===== config.mk =====
export PLATFORM = sky130hd
export DESIGN_NAME = slotted_aloha_backoff_flat
export DESIGN_NICKNAME = d
export VERILOG_FILES = /design/src/rtl/sab_pkg.sv /design/src/rtl/sab_in_if.sv /design/src/rtl/sab_out_if.sv /design/src/rtl/sab_regs.sv /design/src/rtl/sab_ctrl.sv /design/src/rtl/sab_dp.sv /design/src/rtl/slotted_aloha_backoff.sv /design/src/flat_wrapper.sv
export SDC_FILE = /design/constraint.sdc
export NUM_CORES = 1
export LEC_CHECK = 0
export ABC_AREA = 1
export BUFFER_PORTS_ARGS = -buffer_cell sky130_fd_sc_hd__buf_2
export CORE_UTILIZATION = 40
export DETAILED_ROUTE_END_ITERATION = 16
export GPL_ROUTABILITY_DRIVEN = 0
export GPL_TIMING_DRIVEN = 0
export SYNTH_ARGS = -nofsm -noshare
export SYNTH_HDL_FRONTEND = slang
export SYNTH_SLANG_ARGS = --single-unit
export TNS_END_PERCENT = 10

===== constraint.sdc =====
create_clock -name clk -period 6.08 [get_ports clk]
set_input_delay 0.608 -clock clk [delete_from_list [all_inputs] [get_ports clk]]
set_output_delay 0.608 -clock clk [all_outputs]
set_load 0.02 [all_outputs]

===== src/rtl/sab_pkg.sv =====
// Package for the slotted ALOHA backoff engine: widths, constants, register
// indexes, control types and the remainder step function.
// Depends on nothing; every other file imports it.
`timescale 1ns / 1ps

package sab_pkg;

  localparam int NUM_NODES     = 8;
  localparam int MASK_W        = 8;
  localparam int COUNT_W       = 4;
  localparam int WINNER_W      = 3;
  localparam int KMAX_W        = 4;
  localparam int WAIT_W        = 5;
  localparam int RETRY_W       = 4;
  localparam int DRAW_W        = 8;
  localparam int DRAWS_W       = 64;
  localparam int TOTAL_W       = 32;
  localparam int BITS_PER_STEP = 2;
  localparam int DIV_STEPS     = DRAW_W / BITS_PER_STEP;
  localparam int STEP_CNT_W    = (DIV_STEPS > 1) ? $clog2(DIV_STEPS) : 1;

  localparam logic [MASK_W-1:0] NODE_MASK = MASK_W'((1 << NUM_NODES) - 1);

  localparam int CFG_DATA_W = 32;
  localparam int CFG_ADDR_W = 3;
  localparam int CFG_IDX_W  = CFG_ADDR_W - 2;

  localparam logic [CFG_IDX_W-1:0] REG_K_MAX = CFG_IDX_W'(0);
  localparam logic [CFG_IDX_W-1:0] REG_PMASK = CFG_IDX_W'(1);

  localparam logic [KMAX_W-1:0] K_MAX_RST = KMAX_W'(4);
  localparam logic [MASK_W-1:0] PMASK_RST = MASK_W'(8'hFF);

  typedef struct packed {
    logic [KMAX_W-1:0] k_max;
    logic [MASK_W-1:0] participant_mask;
  } cfg_t;

  typedef struct packed {
    logic load;
    logic step;
    logic commit;
  } cmd_t;

  // One restoring step of an unsigned remainder: shift in one dividend bit.
  function automatic logic [KMAX_W-1:0] mod_step(input logic [KMAX_W-1:0] rem,
                                                 input logic dbit,
                                                 input logic [KMAX_W-1:0] k);
    logic [KMAX_W:0] t;
    t = {rem, dbit};
    if (t >= {1'b0, k}) begin
      t = t - {1'b0, k};
    end
    return t[KMAX_W-1:0];
  endfunction

endpackage


===== src/rtl/sab_in_if.sv =====
// Input channel of the backoff engine: one slot item per handshake.
// Depends on sab_pkg for the field widths.
`timescale 1ns / 1ps

interface sab_in_if;
  import sab_pkg::*;

  logic               valid;
  logic               ready;
  logic [MASK_W-1:0]  attempt_mask;
  logic [DRAWS_W-1:0] backoff_draws;

  modport source (output valid, attempt_mask, backoff_draws, input ready);
  modport sink (input valid, attempt_mask, backoff_draws, output ready);
endinterface


===== src/rtl/sab_out_if.sv =====
// Result channel of the backoff engine: one slot result per handshake.
// Depends on sab_pkg for the field widths.
`timescale 1ns / 1ps

interface sab_out_if;
  import sab_pkg::*;

  logic                valid;
  logic                ready;
  logic [MASK_W-1:0]   sent_mask;
  logic [COUNT_W-1:0]  attempt_count;
  logic                collision;
  logic                success;
  logic [WINNER_W-1:0] winner_node;
  logic [MASK_W-1:0]   aborted_mask;
  logic [TOTAL_W-1:0]  total_attempts;
  logic [TOTAL_W-1:0]  total_successes;

  modport source (output valid, sent_mask, attempt_count, collision, success, winner_node,
                  aborted_mask, total_attempts, total_successes, input ready);
  modport sink (input valid, sent_mask, attempt_count, collision, success, winner_node,
                aborted_mask, total_attempts, total_successes, output ready);
endinterface


===== src/rtl/sab_regs.sv =====
// Configuration registers of the backoff engine behind an APB-style port.
// Depends on sab_pkg for the register indexes and the cfg_t type.
`timescale 1ns / 1ps

module sab_regs (
  input  logic                           clk,
  input  logic                           rst_n,
  input  logic                           cfg_psel,
  input  logic                           cfg_penable,
  input  logic                           cfg_pwrite,
  input  logic [sab_pkg::CFG_ADDR_W-1:0] cfg_paddr,
  input  logic [sab_pkg::CFG_DATA_W-1:0] cfg_pwdata,
  output logic [sab_pkg::CFG_DATA_W-1:0] cfg_prdata,
  output logic                           cfg_pready,
  output sab_pkg::cfg_t                  cfg
);
  import sab_pkg::*;

  logic [KMAX_W-1:0]    k_max_r;
  logic [MASK_W-1:0]    pmask_r;
  logic [CFG_IDX_W-1:0] idx;
  logic                 wr_en;

  assign idx        = cfg_paddr[CFG_ADDR_W-1:2];
  assign wr_en      = cfg_psel & cfg_penable & cfg_pwrite;
  assign cfg_pready = 1'b1;

  always_ff @(posedge clk) begin
    if (!rst_n) begin
      k_max_r <= K_MAX_RST;
      pmask_r <= PMASK_RST;
    end else if (wr_en) begin
      case (idx)
        REG_K_MAX: k_max_r <= cfg_pwdata[KMAX_W-1:0];
        REG_PMASK: pmask_r <= cfg_pwdata[MASK_W-1:0];
        default: ;
      endcase
    end
  end

  always_comb begin
    case (idx)
      REG_K_MAX: cfg_prdata = CFG_DATA_W'(k_max_r);
      REG_PMASK: cfg_prdata = CFG_DATA_W'(pmask_r);
      default:   cfg_prdata = '0;
    endcase
  end

  assign cfg.k_max            = k_max_r;
  assign cfg.participant_mask = pmask_r;
endmodule


===== src/rtl/sab_ctrl.sv =====
// Controller of the backoff engine: sequences load, remainder steps and commit,
// and owns the result valid flag. Depends on sab_pkg for cmd_t.
`timescale 1ns / 1ps

module sab_ctrl (
  input  logic          clk,
  input  logic          rst_n,
  input  logic          in_valid,
  output logic          in_ready,
  input  logic          out_ready,
  output logic          out_valid,
  output sab_pkg::cmd_t cmd
);
  import sab_pkg::*;

  typedef enum logic [1:0] {ST_IDLE, ST_DIVIDE, ST_COMMIT} state_t;

  state_t                state_r;
  logic [STEP_CNT_W-1:0] step_cnt_r;
  logic                  out_valid_r;

  assign in_ready   = (state_r == ST_IDLE);
  assign cmd.load   = (state_r == ST_IDLE) && in_valid;
  assign cmd.step   = (state_r == ST_DIVIDE);
  assign cmd.commit = (state_r == ST_COMMIT) && (!out_valid_r || out_ready);
  assign out_valid  = out_valid_r;

  always_ff @(posedge clk) begin
    if (!rst_n) begin
      state_r     <= ST_IDLE;
      step_cnt_r  <= '0;
      out_valid_r <= 1'b0;
    end else begin
      case (state_r)
        ST_IDLE: begin
          if (in_valid) begin
            state_r    <= ST_DIVIDE;
            step_cnt_r <= '0;
          end
        end
        ST_DIVIDE: begin
          step_cnt_r <= step_cnt_r + STEP_CNT_W'(1);
          if (step_cnt_r == STEP_CNT_W'(DIV_STEPS - 1)) begin
            state_r <= ST_COMMIT;
          end
        end
        ST_COMMIT: begin
          if (!out_valid_r || out_ready) begin
            state_r <= ST_IDLE;
          end
        end
        default: state_r <= ST_IDLE;
      endcase
      if (cmd.commit) begin
        out_valid_r <= 1'b1;
      end else if (out_ready) begin
        out_valid_r <= 1'b0;
      end
    end
  end
endmodule


===== src/rtl/sab_dp.sv =====
// Datapath of the backoff engine: per-node wait and retry state, remainder
// lanes, saturating totals and the result register. Depends on sab_pkg.
`timescale 1ns / 1ps

module sab_dp (
  input  logic                         clk,
  input  logic                         rst_n,
  input  sab_pkg::cmd_t                cmd,
  input  sab_pkg::cfg_t                cfg,
  input  logic [sab_pkg::MASK_W-1:0]   attempt_mask,
  input  logic [sab_pkg::DRAWS_W-1:0]  backoff_draws,
  output logic [sab_pkg::MASK_W-1:0]   sent_mask,
  output logic [sab_pkg::COUNT_W-1:0]  attempt_count,
  output logic                         collision,
  output logic                         success,
  output logic [sab_pkg::WINNER_W-1:0] winner_node,
  output logic [sab_pkg::MASK_W-1:0]   aborted_mask,
  output logic [sab_pkg::TOTAL_W-1:0]  total_attempts,
  output logic [sab_pkg::TOTAL_W-1:0]  total_successes
);
  import sab_pkg::*;

  logic [WAIT_W-1:0]  wait_r [NUM_NODES];
  logic [WAIT_W-1:0]  wait_nxt [NUM_NODES];
  logic [WAIT_W-1:0]  wait_dec [NUM_NODES];
  logic [RETRY_W-1:0] retry_r [NUM_NODES];
  logic [RETRY_W-1:0] retry_nxt [NUM_NODES];
  logic [DRAW_W-1:0]  dvd_r [NUM_NODES];
  logic [DRAW_W-1:0]  dvd_nxt [NUM_NODES];
  logic [KMAX_W-1:0]  rem_r [NUM_NODES];
  logic [KMAX_W-1:0]  rem_nxt [NUM_NODES];
  logic [MASK_W-1:0]  sent_r, sent_nxt;
  logic [TOTAL_W-1:0] att_total_r, att_total_nxt;
  logic [TOTAL_W-1:0] suc_total_r, suc_total_nxt;
  logic [TOTAL_W:0]   att_sum;
  logic [COUNT_W-1:0] count_nxt;
  logic [WINNER_W-1:0] winner_nxt;
  logic [MASK_W-1:0]  aborted_nxt;
  logic [RETRY_W:0]   retry_inc;

  logic [MASK_W-1:0]   res_sent_r;
  logic [COUNT_W-1:0]  res_count_r;
  logic [WINNER_W-1:0] res_winner_r;
  logic [MASK_W-1:0]   res_aborted_r;

  always_comb begin
    count_nxt = '0;
    for (int i = 0; i < NUM_NODES; i++) begin
      count_nxt = count_nxt + COUNT_W'(sent_r[i]);
    end
  end

  always_comb begin
    sent_nxt    = sent_r;
    winner_nxt  = '0;
    aborted_nxt = '0;
    retry_inc   = '0;
    for (int i = 0; i < NUM_NODES; i++) begin
      wait_nxt[i]  = wait_r[i];
      retry_nxt[i] = retry_r[i];
      dvd_nxt[i]   = dvd_r[i];
      rem_nxt[i]   = rem_r[i];
      wait_dec[i]  = wait_r[i];
      if (cfg.participant_mask[i] && (wait_r[i] != '0)) begin
        wait_dec[i] = wait_r[i] - WAIT_W'(1);
      end
    end

    if (cmd.load) begin
      sent_nxt = '0;
      for (int i = 0; i < NUM_NODES; i++) begin
        wait_nxt[i] = wait_dec[i];
        sent_nxt[i] = cfg.participant_mask[i] && (wait_dec[i] == '0) && attempt_mask[i];
        dvd_nxt[i]  = backoff_draws[DRAW_W*i +: DRAW_W];
        rem_nxt[i]  = '0;
      end
    end

    if (cmd.step) begin
      for (int i = 0; i < NUM_NODES; i++) begin
        for (int b = 0; b < BITS_PER_STEP; b++) begin
          rem_nxt[i] = mod_step(rem_nxt[i], dvd_nxt[i][DRAW_W-1], cfg.k_max);
          dvd_nxt[i] = {dvd_nxt[i][DRAW_W-2:0], 1'b0};
        end
      end
    end

    if (cmd.commit) begin
      for (int i = 0; i < NUM_NODES; i++) begin
        retry_inc = {1'b0, retry_r[i]} + (RETRY_W+1)'(1);
        if (sent_r[i] && (count_nxt == COUNT_W'(1))) begin
          winner_nxt   = WINNER_W'(i);
          wait_nxt[i]  = '0;
          retry_nxt[i] = '0;
        end else if (sent_r[i] && (count_nxt > COUNT_W'(1))) begin
          if ((retry_inc > (RETRY_W+1)'(cfg.k_max)) || (cfg.k_max == '0)) begin
            aborted_nxt[i] = 1'b1;
            wait_nxt[i]    = '0;
            retry_nxt[i]   = '0;
          end else begin
            retry_nxt[i] = retry_inc[RETRY_W-1:0];
            wait_nxt[i]  = WAIT_W'(rem_r[i]) + WAIT_W'(2);
          end
        end
      end
    end
  end

  always_comb begin
    att_sum       = {1'b0, att_total_r} + (TOTAL_W+1)'(count_nxt);
    att_total_nxt = att_total_r;
    suc_total_nxt = suc_total_r;
    if (cmd.commit) begin
      att_total_nxt = att_sum[TOTAL_W] ? '1 : att_sum[TOTAL_W-1:0];
      if ((count_nxt == COUNT_W'(1)) && (suc_total_r != '1)) begin
        suc_total_nxt = suc_total_r + TOTAL_W'(1);
      end
    end
  end

  always_ff @(posedge clk) begin
    if (!rst_n) begin
      for (int i = 0; i < NUM_NODES; i++) begin
        wait_r[i]  <= '0;
        retry_r[i] <= '0;
      end
      att_total_r <= '0;
      suc_total_r <= '0;
    end else begin
      for (int i = 0; i < NUM_NODES; i++) begin
        wait_r[i]  <= wait_nxt[i];
        retry_r[i] <= retry_nxt[i];
      end
      att_total_r <= att_total_nxt;
      suc_total_r <= suc_total_nxt;
    end
  end

  always_ff @(posedge clk) begin
    sent_r <= sent_nxt & NODE_MASK;
    for (int i = 0; i < NUM_NODES; i++) begin
      dvd_r[i] <= dvd_nxt[i];
      rem_r[i] <= rem_nxt[i];
    end
    if (cmd.commit) begin
      res_sent_r    <= sent_r;
      res_count_r   <= count_nxt;
      res_winner_r  <= winner_nxt;
      res_aborted_r <= aborted_nxt;
    end
  end

  assign sent_mask       = res_sent_r;
  assign attempt_count   = res_count_r;
  assign collision       = (res_count_r > COUNT_W'(1));
  assign success         = (res_count_r == COUNT_W'(1));
  assign winner_node     = res_winner_r;
  assign aborted_mask    = res_aborted_r;
  assign total_attempts  = att_total_r;
  assign total_successes = suc_total_r;
endmodule


===== src/rtl/slotted_aloha_backoff.sv =====
// Slotted ALOHA contention engine with random backoff for up to eight nodes.
// One slot item is taken at a time: after the load, the per-node remainder lanes
// work through the draws 2 draw bits per step, then the commit registers the result,
// and it waits while a previous result is still held and out_ready is low.
// Reset clears all wait and retry counters and both totals; k_max reads 4 and
// participant_mask reads 255. Depends on sab_pkg, the interfaces and submodules.
`timescale 1ns / 1ps

module slotted_aloha_backoff (
  input  logic                           clk,
  input  logic                           rst_n,
  sab_in_if.sink                         in_chan,
  sab_out_if.source                      out_chan,
  input  logic                           cfg_psel,
  input  logic                           cfg_penable,
  input  logic                           cfg_pwrite,
  input  logic [sab_pkg::CFG_ADDR_W-1:0] cfg_paddr,
  input  logic [sab_pkg::CFG_DATA_W-1:0] cfg_pwdata,
  output logic [sab_pkg::CFG_DATA_W-1:0] cfg_prdata,
  output logic                           cfg_pready
);
  import sab_pkg::*;

  cfg_t cfg;
  cmd_t cmd;

  sab_regs u_regs (
    .clk         (clk),
    .rst_n       (rst_n),
    .cfg_psel    (cfg_psel),
    .cfg_penable (cfg_penable),
    .cfg_pwrite  (cfg_pwrite),
    .cfg_paddr   (cfg_paddr),
    .cfg_pwdata  (cfg_pwdata),
    .cfg_prdata  (cfg_prdata),
    .cfg_pready  (cfg_pready),
    .cfg         (cfg)
  );

  sab_ctrl u_ctrl (
    .clk       (clk),
    .rst_n     (rst_n),
    .in_valid  (in_chan.valid),
    .in_ready  (in_chan.ready),
    .out_ready (out_chan.ready),
    .out_valid (out_chan.valid),
    .cmd       (cmd)
  );

  sab_dp u_dp (
    .clk             (clk),
    .rst_n           (rst_n),
    .cmd             (cmd),
    .cfg             (cfg),
    .attempt_mask    (in_chan.attempt_mask),
    .backoff_draws   (in_chan.backoff_draws),
    .sent_mask       (out_chan.sent_mask),
    .attempt_count   (out_chan.attempt_count),
    .collision       (out_chan.collision),
    .success         (out_chan.success),
    .winner_node     (out_chan.winner_node),
    .aborted_mask    (out_chan.aborted_mask),
    .total_attempts  (out_chan.total_attempts),
    .total_successes (out_chan.total_successes)
  );

  a_one_item_at_a_time: assert property (@(posedge clk) disable iff (!rst_n)
    (in_chan.valid && in_chan.ready) |=> !in_chan.ready)
    else $error("item accepted while the previous one is still in progress");

  a_count_matches_mask: assert property (@(posedge clk) disable iff (!rst_n)
    out_chan.valid |-> ($countones(out_chan.sent_mask) == int'(out_chan.attempt_count)))
    else $error("attempt count disagrees with the sent mask");

  a_winner_is_sender: assert property (@(posedge clk) disable iff (!rst_n)
    (out_chan.valid && out_chan.success) |->
      (out_chan.sent_mask == (MASK_W'(1) << out_chan.winner_node)))
    else $error("winner node is not the single sender");

  a_abort_only_on_collision: assert property (@(posedge clk) disable iff (!rst_n)
    out_chan.valid |-> (((out_chan.aborted_mask & ~out_chan.sent_mask) == '0) &&
                        (out_chan.collision || (out_chan.aborted_mask == '0))))
    else $error("aborted node outside a collision");
endmodule

===== src/flat_wrapper.sv =====
// flat-port wrapper written by rule: the top's interface ports become plain ports
module slotted_aloha_backoff_flat import sab_pkg::*;
  (clk, rst_n, cfg_psel, cfg_penable, cfg_pwrite, cfg_paddr, cfg_pwdata, cfg_prdata, cfg_pready, in_chan_valid, in_chan_attempt_mask, in_chan_backoff_draws, in_chan_ready, out_chan_valid, out_chan_sent_mask, out_chan_attempt_count, out_chan_collision, out_chan_success, out_chan_winner_node, out_chan_aborted_mask, out_chan_total_attempts, out_chan_total_successes, out_chan_ready);
  sab_in_if in_chan_i ();
  sab_out_if out_chan_i ();
  input  logic clk;
  input  logic rst_n;
  input  logic cfg_psel;
  input  logic cfg_penable;
  input  logic cfg_pwrite;
  input  logic [sab_pkg::CFG_ADDR_W-1:0] cfg_paddr;
  input  logic [sab_pkg::CFG_DATA_W-1:0] cfg_pwdata;
  output logic [sab_pkg::CFG_DATA_W-1:0] cfg_prdata;
  output logic cfg_pready;
  input wire logic [$bits(in_chan_i.valid)-1:0] in_chan_valid;
  input wire logic [$bits(in_chan_i.attempt_mask)-1:0] in_chan_attempt_mask;
  input wire logic [$bits(in_chan_i.backoff_draws)-1:0] in_chan_backoff_draws;
  output wire logic [$bits(in_chan_i.ready)-1:0] in_chan_ready;
  output wire logic [$bits(out_chan_i.valid)-1:0] out_chan_valid;
  output wire logic [$bits(out_chan_i.sent_mask)-1:0] out_chan_sent_mask;
  output wire logic [$bits(out_chan_i.attempt_count)-1:0] out_chan_attempt_count;
  output wire logic [$bits(out_chan_i.collision)-1:0] out_chan_collision;
  output wire logic [$bits(out_chan_i.success)-1:0] out_chan_success;
  output wire logic [$bits(out_chan_i.winner_node)-1:0] out_chan_winner_node;
  output wire logic [$bits(out_chan_i.aborted_mask)-1:0] out_chan_aborted_mask;
  output wire logic [$bits(out_chan_i.total_attempts)-1:0] out_chan_total_attempts;
  output wire logic [$bits(out_chan_i.total_successes)-1:0] out_chan_total_successes;
  input wire logic [$bits(out_chan_i.ready)-1:0] out_chan_ready;
  assign in_chan_i.valid = in_chan_valid;
  assign in_chan_i.attempt_mask = in_chan_attempt_mask;
  assign in_chan_i.backoff_draws = in_chan_backoff_draws;
  assign in_chan_ready = in_chan_i.ready;
  assign out_chan_valid = out_chan_i.valid;
  assign out_chan_sent_mask = out_chan_i.sent_mask;
  assign out_chan_attempt_count = out_chan_i.attempt_count;
  assign out_chan_collision = out_chan_i.collision;
  assign out_chan_success = out_chan_i.success;
  assign out_chan_winner_node = out_chan_i.winner_node;
  assign out_chan_aborted_mask = out_chan_i.aborted_mask;
  assign out_chan_total_attempts = out_chan_i.total_attempts;
  assign out_chan_total_successes = out_chan_i.total_successes;
  assign out_chan_i.ready = out_chan_ready;
  slotted_aloha_backoff u_core (.clk(clk), .rst_n(rst_n), .in_chan(in_chan_i), .out_chan(out_chan_i), .cfg_psel(cfg_psel), .cfg_penable(cfg_penable), .cfg_pwrite(cfg_pwrite), .cfg_paddr(cfg_paddr), .cfg_pwdata(cfg_pwdata), .cfg_prdata(cfg_prdata), .cfg_pready(cfg_pready));
endmodule

==> impl_metrics.ini <==
[layout]
fin_nets = 3370
area_growth_syn_to_layout_pct = 15.3
diodes = 0
postLayoutCellArea_um2 = 22400
layout-drive-gt1-share = 0.117
fillers = 4885
multi_input_area_um2 = 11900
instances_no_fill = 3746
seq_area_um2 = 5920

[clock_tree]
clock_latency_ns = 0.55
clock-root-buffer = clkbuf_16
clockBufferDepth = 3
numCtsBuffers = 36
cts_resized = 0
cts_max_level = 2
post-cts-setup-buffer-count = 0
postCtsHoldBufs = 0
cts_sinks = 280
clkTransAtPathRegs_ns = 0.06
cts_tree = built

[floorplan]
die_y_um = 223
die_area_um2 = 49500
num_rows = 80
die_w_um = 223
ioPinCount = 238
start_util = 0.407
coreArea_um2 = 47800

[drt]
drtPass1Iterations = 5
wl_um = 63700
detail-route-antenna-nets = 0
dr_total_vias = 19700
drc = 0
wire_per_inst_um = 17.0
drtIter0Drc = 1525
viasPerCell = 5.25

[global_route]
grt_pass1_vias = 18500
grt_antenna_before_repair = 1
grt_pass1_wl_um = 100000
track_usage = 0.255
grt_overflow_total = 0
grt_max_degree = 33

[timing]
tns_ns = 0
slew_violations = 0
post-route-min-period_ns = 4.97
rsz0062_at_grt = false
fmax_mhz = 201
fin_skew_ns = 0.0226
period_share = 0.817
finalSetupViolCount = 0
tightest_slew_ns = 1.15
hold_viol = 0
slew_headroom = 0.236

[synthesis]
synth_ff_type = dfxtp_1
ys_top_cells_by_area = dfxtp_1, nand2_1, ha_1
synth_top_area_cell = dfxtp_1
yosysTopAreaCellShare = 0.256
ys_ff_latch = 280
netlist_area_um2 = 19500
syn_avg_cell_area_um2 = 6.81
syn-instance-count = 2858
yosysWarnings = 0
async_flop_share = 0
yosysSeqAreaShare = 0.304
synth-edff-count = 31
ys_types = 49

[worst_hold_path]
hold_depth = 3
holdPathEnd = u_core.u_regs.pmask_r[5]
min_from = cfg_pwdata[5]
hp-class = input port to flop

[setup_path]
critPathLaunchType = flop
reg2reg_depth = 23
path_cells = fa_1 > inv_1 > fa_1 > fa_1 > inv_1 > ha_1 > fa_1 > inv_1 > nand2_2 > nand2_4 > inv_1 > ha_1 > nand2_1 > nor2_1 > nor2_1 > inv_1 > nand2_1 > nor2_2 > nand2_1 > buf_2 > nand3_1 > nand2_1 > a21oi_1
timing.rr.end = u_core.u_dp.total_attempts[28]
cp.required_ns = 6.47
crit_fanout = 10
cp_slowest_cell = fa_1
end_kind = flop
critPathMaxStageDelay_ns = 0.55
worstReg2RegStart = u_core.u_dp.sent_r[1]
crit_top_cell = inv_1
critical_path_class = flop to flop
r2r_slack_ns = 1.11
cp.arrival_ns = 5.35

[run_status]
run_status = completed

[run]
cap_violations = 0

[pwr]
leakagePower_uw = 0.0109
power.density_nw_per_um2 = 334
peakVddDrop_v = 0.000294

[place]
portBuffers = 185
place_area_um2 = 21300
placed_cells = 3683
place_hpwl_um = 48000
-- area by class of cell --
| cell class | instances | area share |
|---|---|---|
| Buffer | 106 | 0.0274 |
| Sequential cell | 280 | 0.264 |
| Timing Repair Buffer | 187 | 0.0434 |
| Multi-Input combinational cell | 2197 | 0.530 |
| Clock inverter | 9 | 0.00240 |
| Inverter | 298 | 0.0500 |
| Clock buffer | 54 | 0.0491 |
| Tap cell | 615 | 0.0343 |
-- kinds of logic (layout without fill, tap and decap cells) --
group                      count (synthesis)  count (layout)  share of synthesized area
AOI/OAI and AO/OA                        406             406                      0.112
xor gates and xnor gates                  90              90                     0.0405
adders and majority gates                150             150                      0.105
buffers and inverters                    404             654                     0.0893
DFF                                      280             280                      0.304
muxes                                     50              50                     0.0257
other                                      2              25                   0.000386
and+or+nand+nor                         1476            1476                      0.324
-- through the flow --
stage	total power [uW]	utilization	setup slack (ns)	hold WS (ns)
global placement	5260	0.444	1.23	0.455
CTS	7500	0.469	1.11	0.245
global route	8070	0.469	0.818	0.290
detailed placement	5360	0.445	1.14	0.463
finish	7500	0.469	1.11	0.263
floorplan	4600	-	1.80	0.443
-- cells in the mapped netlist (all sizes together) (2+ instances only) --
cell / count
dfxtp: 249
conb: 2
inv: 296
nor3b: 2
o21ai: 173
nand2: 900
buf: 71
o21a: 3
o21bai: 8
ha: 129
edfxtp: 31
o211a: 3
clkbuf: 34
nand3: 256
mux2i: 50
xnor2: 43
and3: 4
nor3: 23
a31oi: 3
clkinv: 2
a21oi: 188
fa: 21
nor2: 203
nand3b: 22
o211ai: 27
nand4: 50
xor2: 47
or2: 13
-- critical path: cells and delay by family, from the launching register on --
kind / cells / cell delay (ns)
buffers and inverters: 6 / 0.66
AO/OA/AOI/OAI: 1 / 0.07
flip-flops: 1 / 0.51
AND/OR/NAND/NOR: 10 / 1.11
adder cells (fa/ha/maj): 6 / 2.46
-- cell usage in the layout, fill, tap and decap left out, types with 13 or more instances in the layout --
master	count
clkbuf_1	42
or2_2	13
o211ai_1	27
dfxtp_1	248
a21oi_1	183
nand4_1	50
clkbuf_16	39
o21ai_0	152
nand3b_1	22
inv_1	285
nor3_1	18
conb_1	25
buf_4	34
fa_1	21
mux2i_1	50
nand2_1	888
xor2_1	47
ha_1	129
o21ai_1	21
nor2_1	193
edfxtp_1	31
nand3_1	254
xnor2_1	43
buf_2	211
-- how the worst max path moves through the flow --
stage          slack (ns)  depth (start not counted)             startpoint                        endpoint
6_report             1.11                         23  u_core.u_dp.sent_r[1]  u_core.u_dp.total_attempts[28]
5_1_grt              0.82                         23  u_core.u_dp.sent_r[1]  u_core.u_dp.total_attempts[23]
4_1_cts              1.11                         23  u_core.u_dp.sent_r[1]  u_core.u_dp.total_attempts[28]
3_5_place_dp         1.14                         23  u_core.u_dp.sent_r[1]  u_core.u_dp.total_attempts[28]
3_3_place_gp         1.23                         23  u_core.u_dp.sent_r[1]  u_core.u_dp.total_attempts[28]
2_1_floorplan        1.80                         23  u_core.u_dp.sent_r[0]  u_core.u_dp.total_attempts[16]
-- flip-flops by register name, summed over array words and instances (netlist names), 32 cells and up --
signal,count
u_core.u_dp.dvd_r,64
u_core.u_dp.wait_r,40
u_core.u_dp.rem_r,32
u_core.u_dp.retry_r,32
u_core.u_dp.total_attempts,32
u_core.u_dp.total_successes,32
-- power by group --
group | internal, uW | switching [uW] | total (uW)
Sequential | 2100 | 173 | 2270
Clock | 1250 | 864 | 2120
Combinational | 1090 | 2020 | 3110
-- per-layer routing --
metal,part of all wire,global-route usage
met2,0.47,0.442
met4,0.029,0.0821
met3,0.059,0.0309
met5,0.00020,0
met1,0.44,0.327
Power figures use the tool's default switching activity.
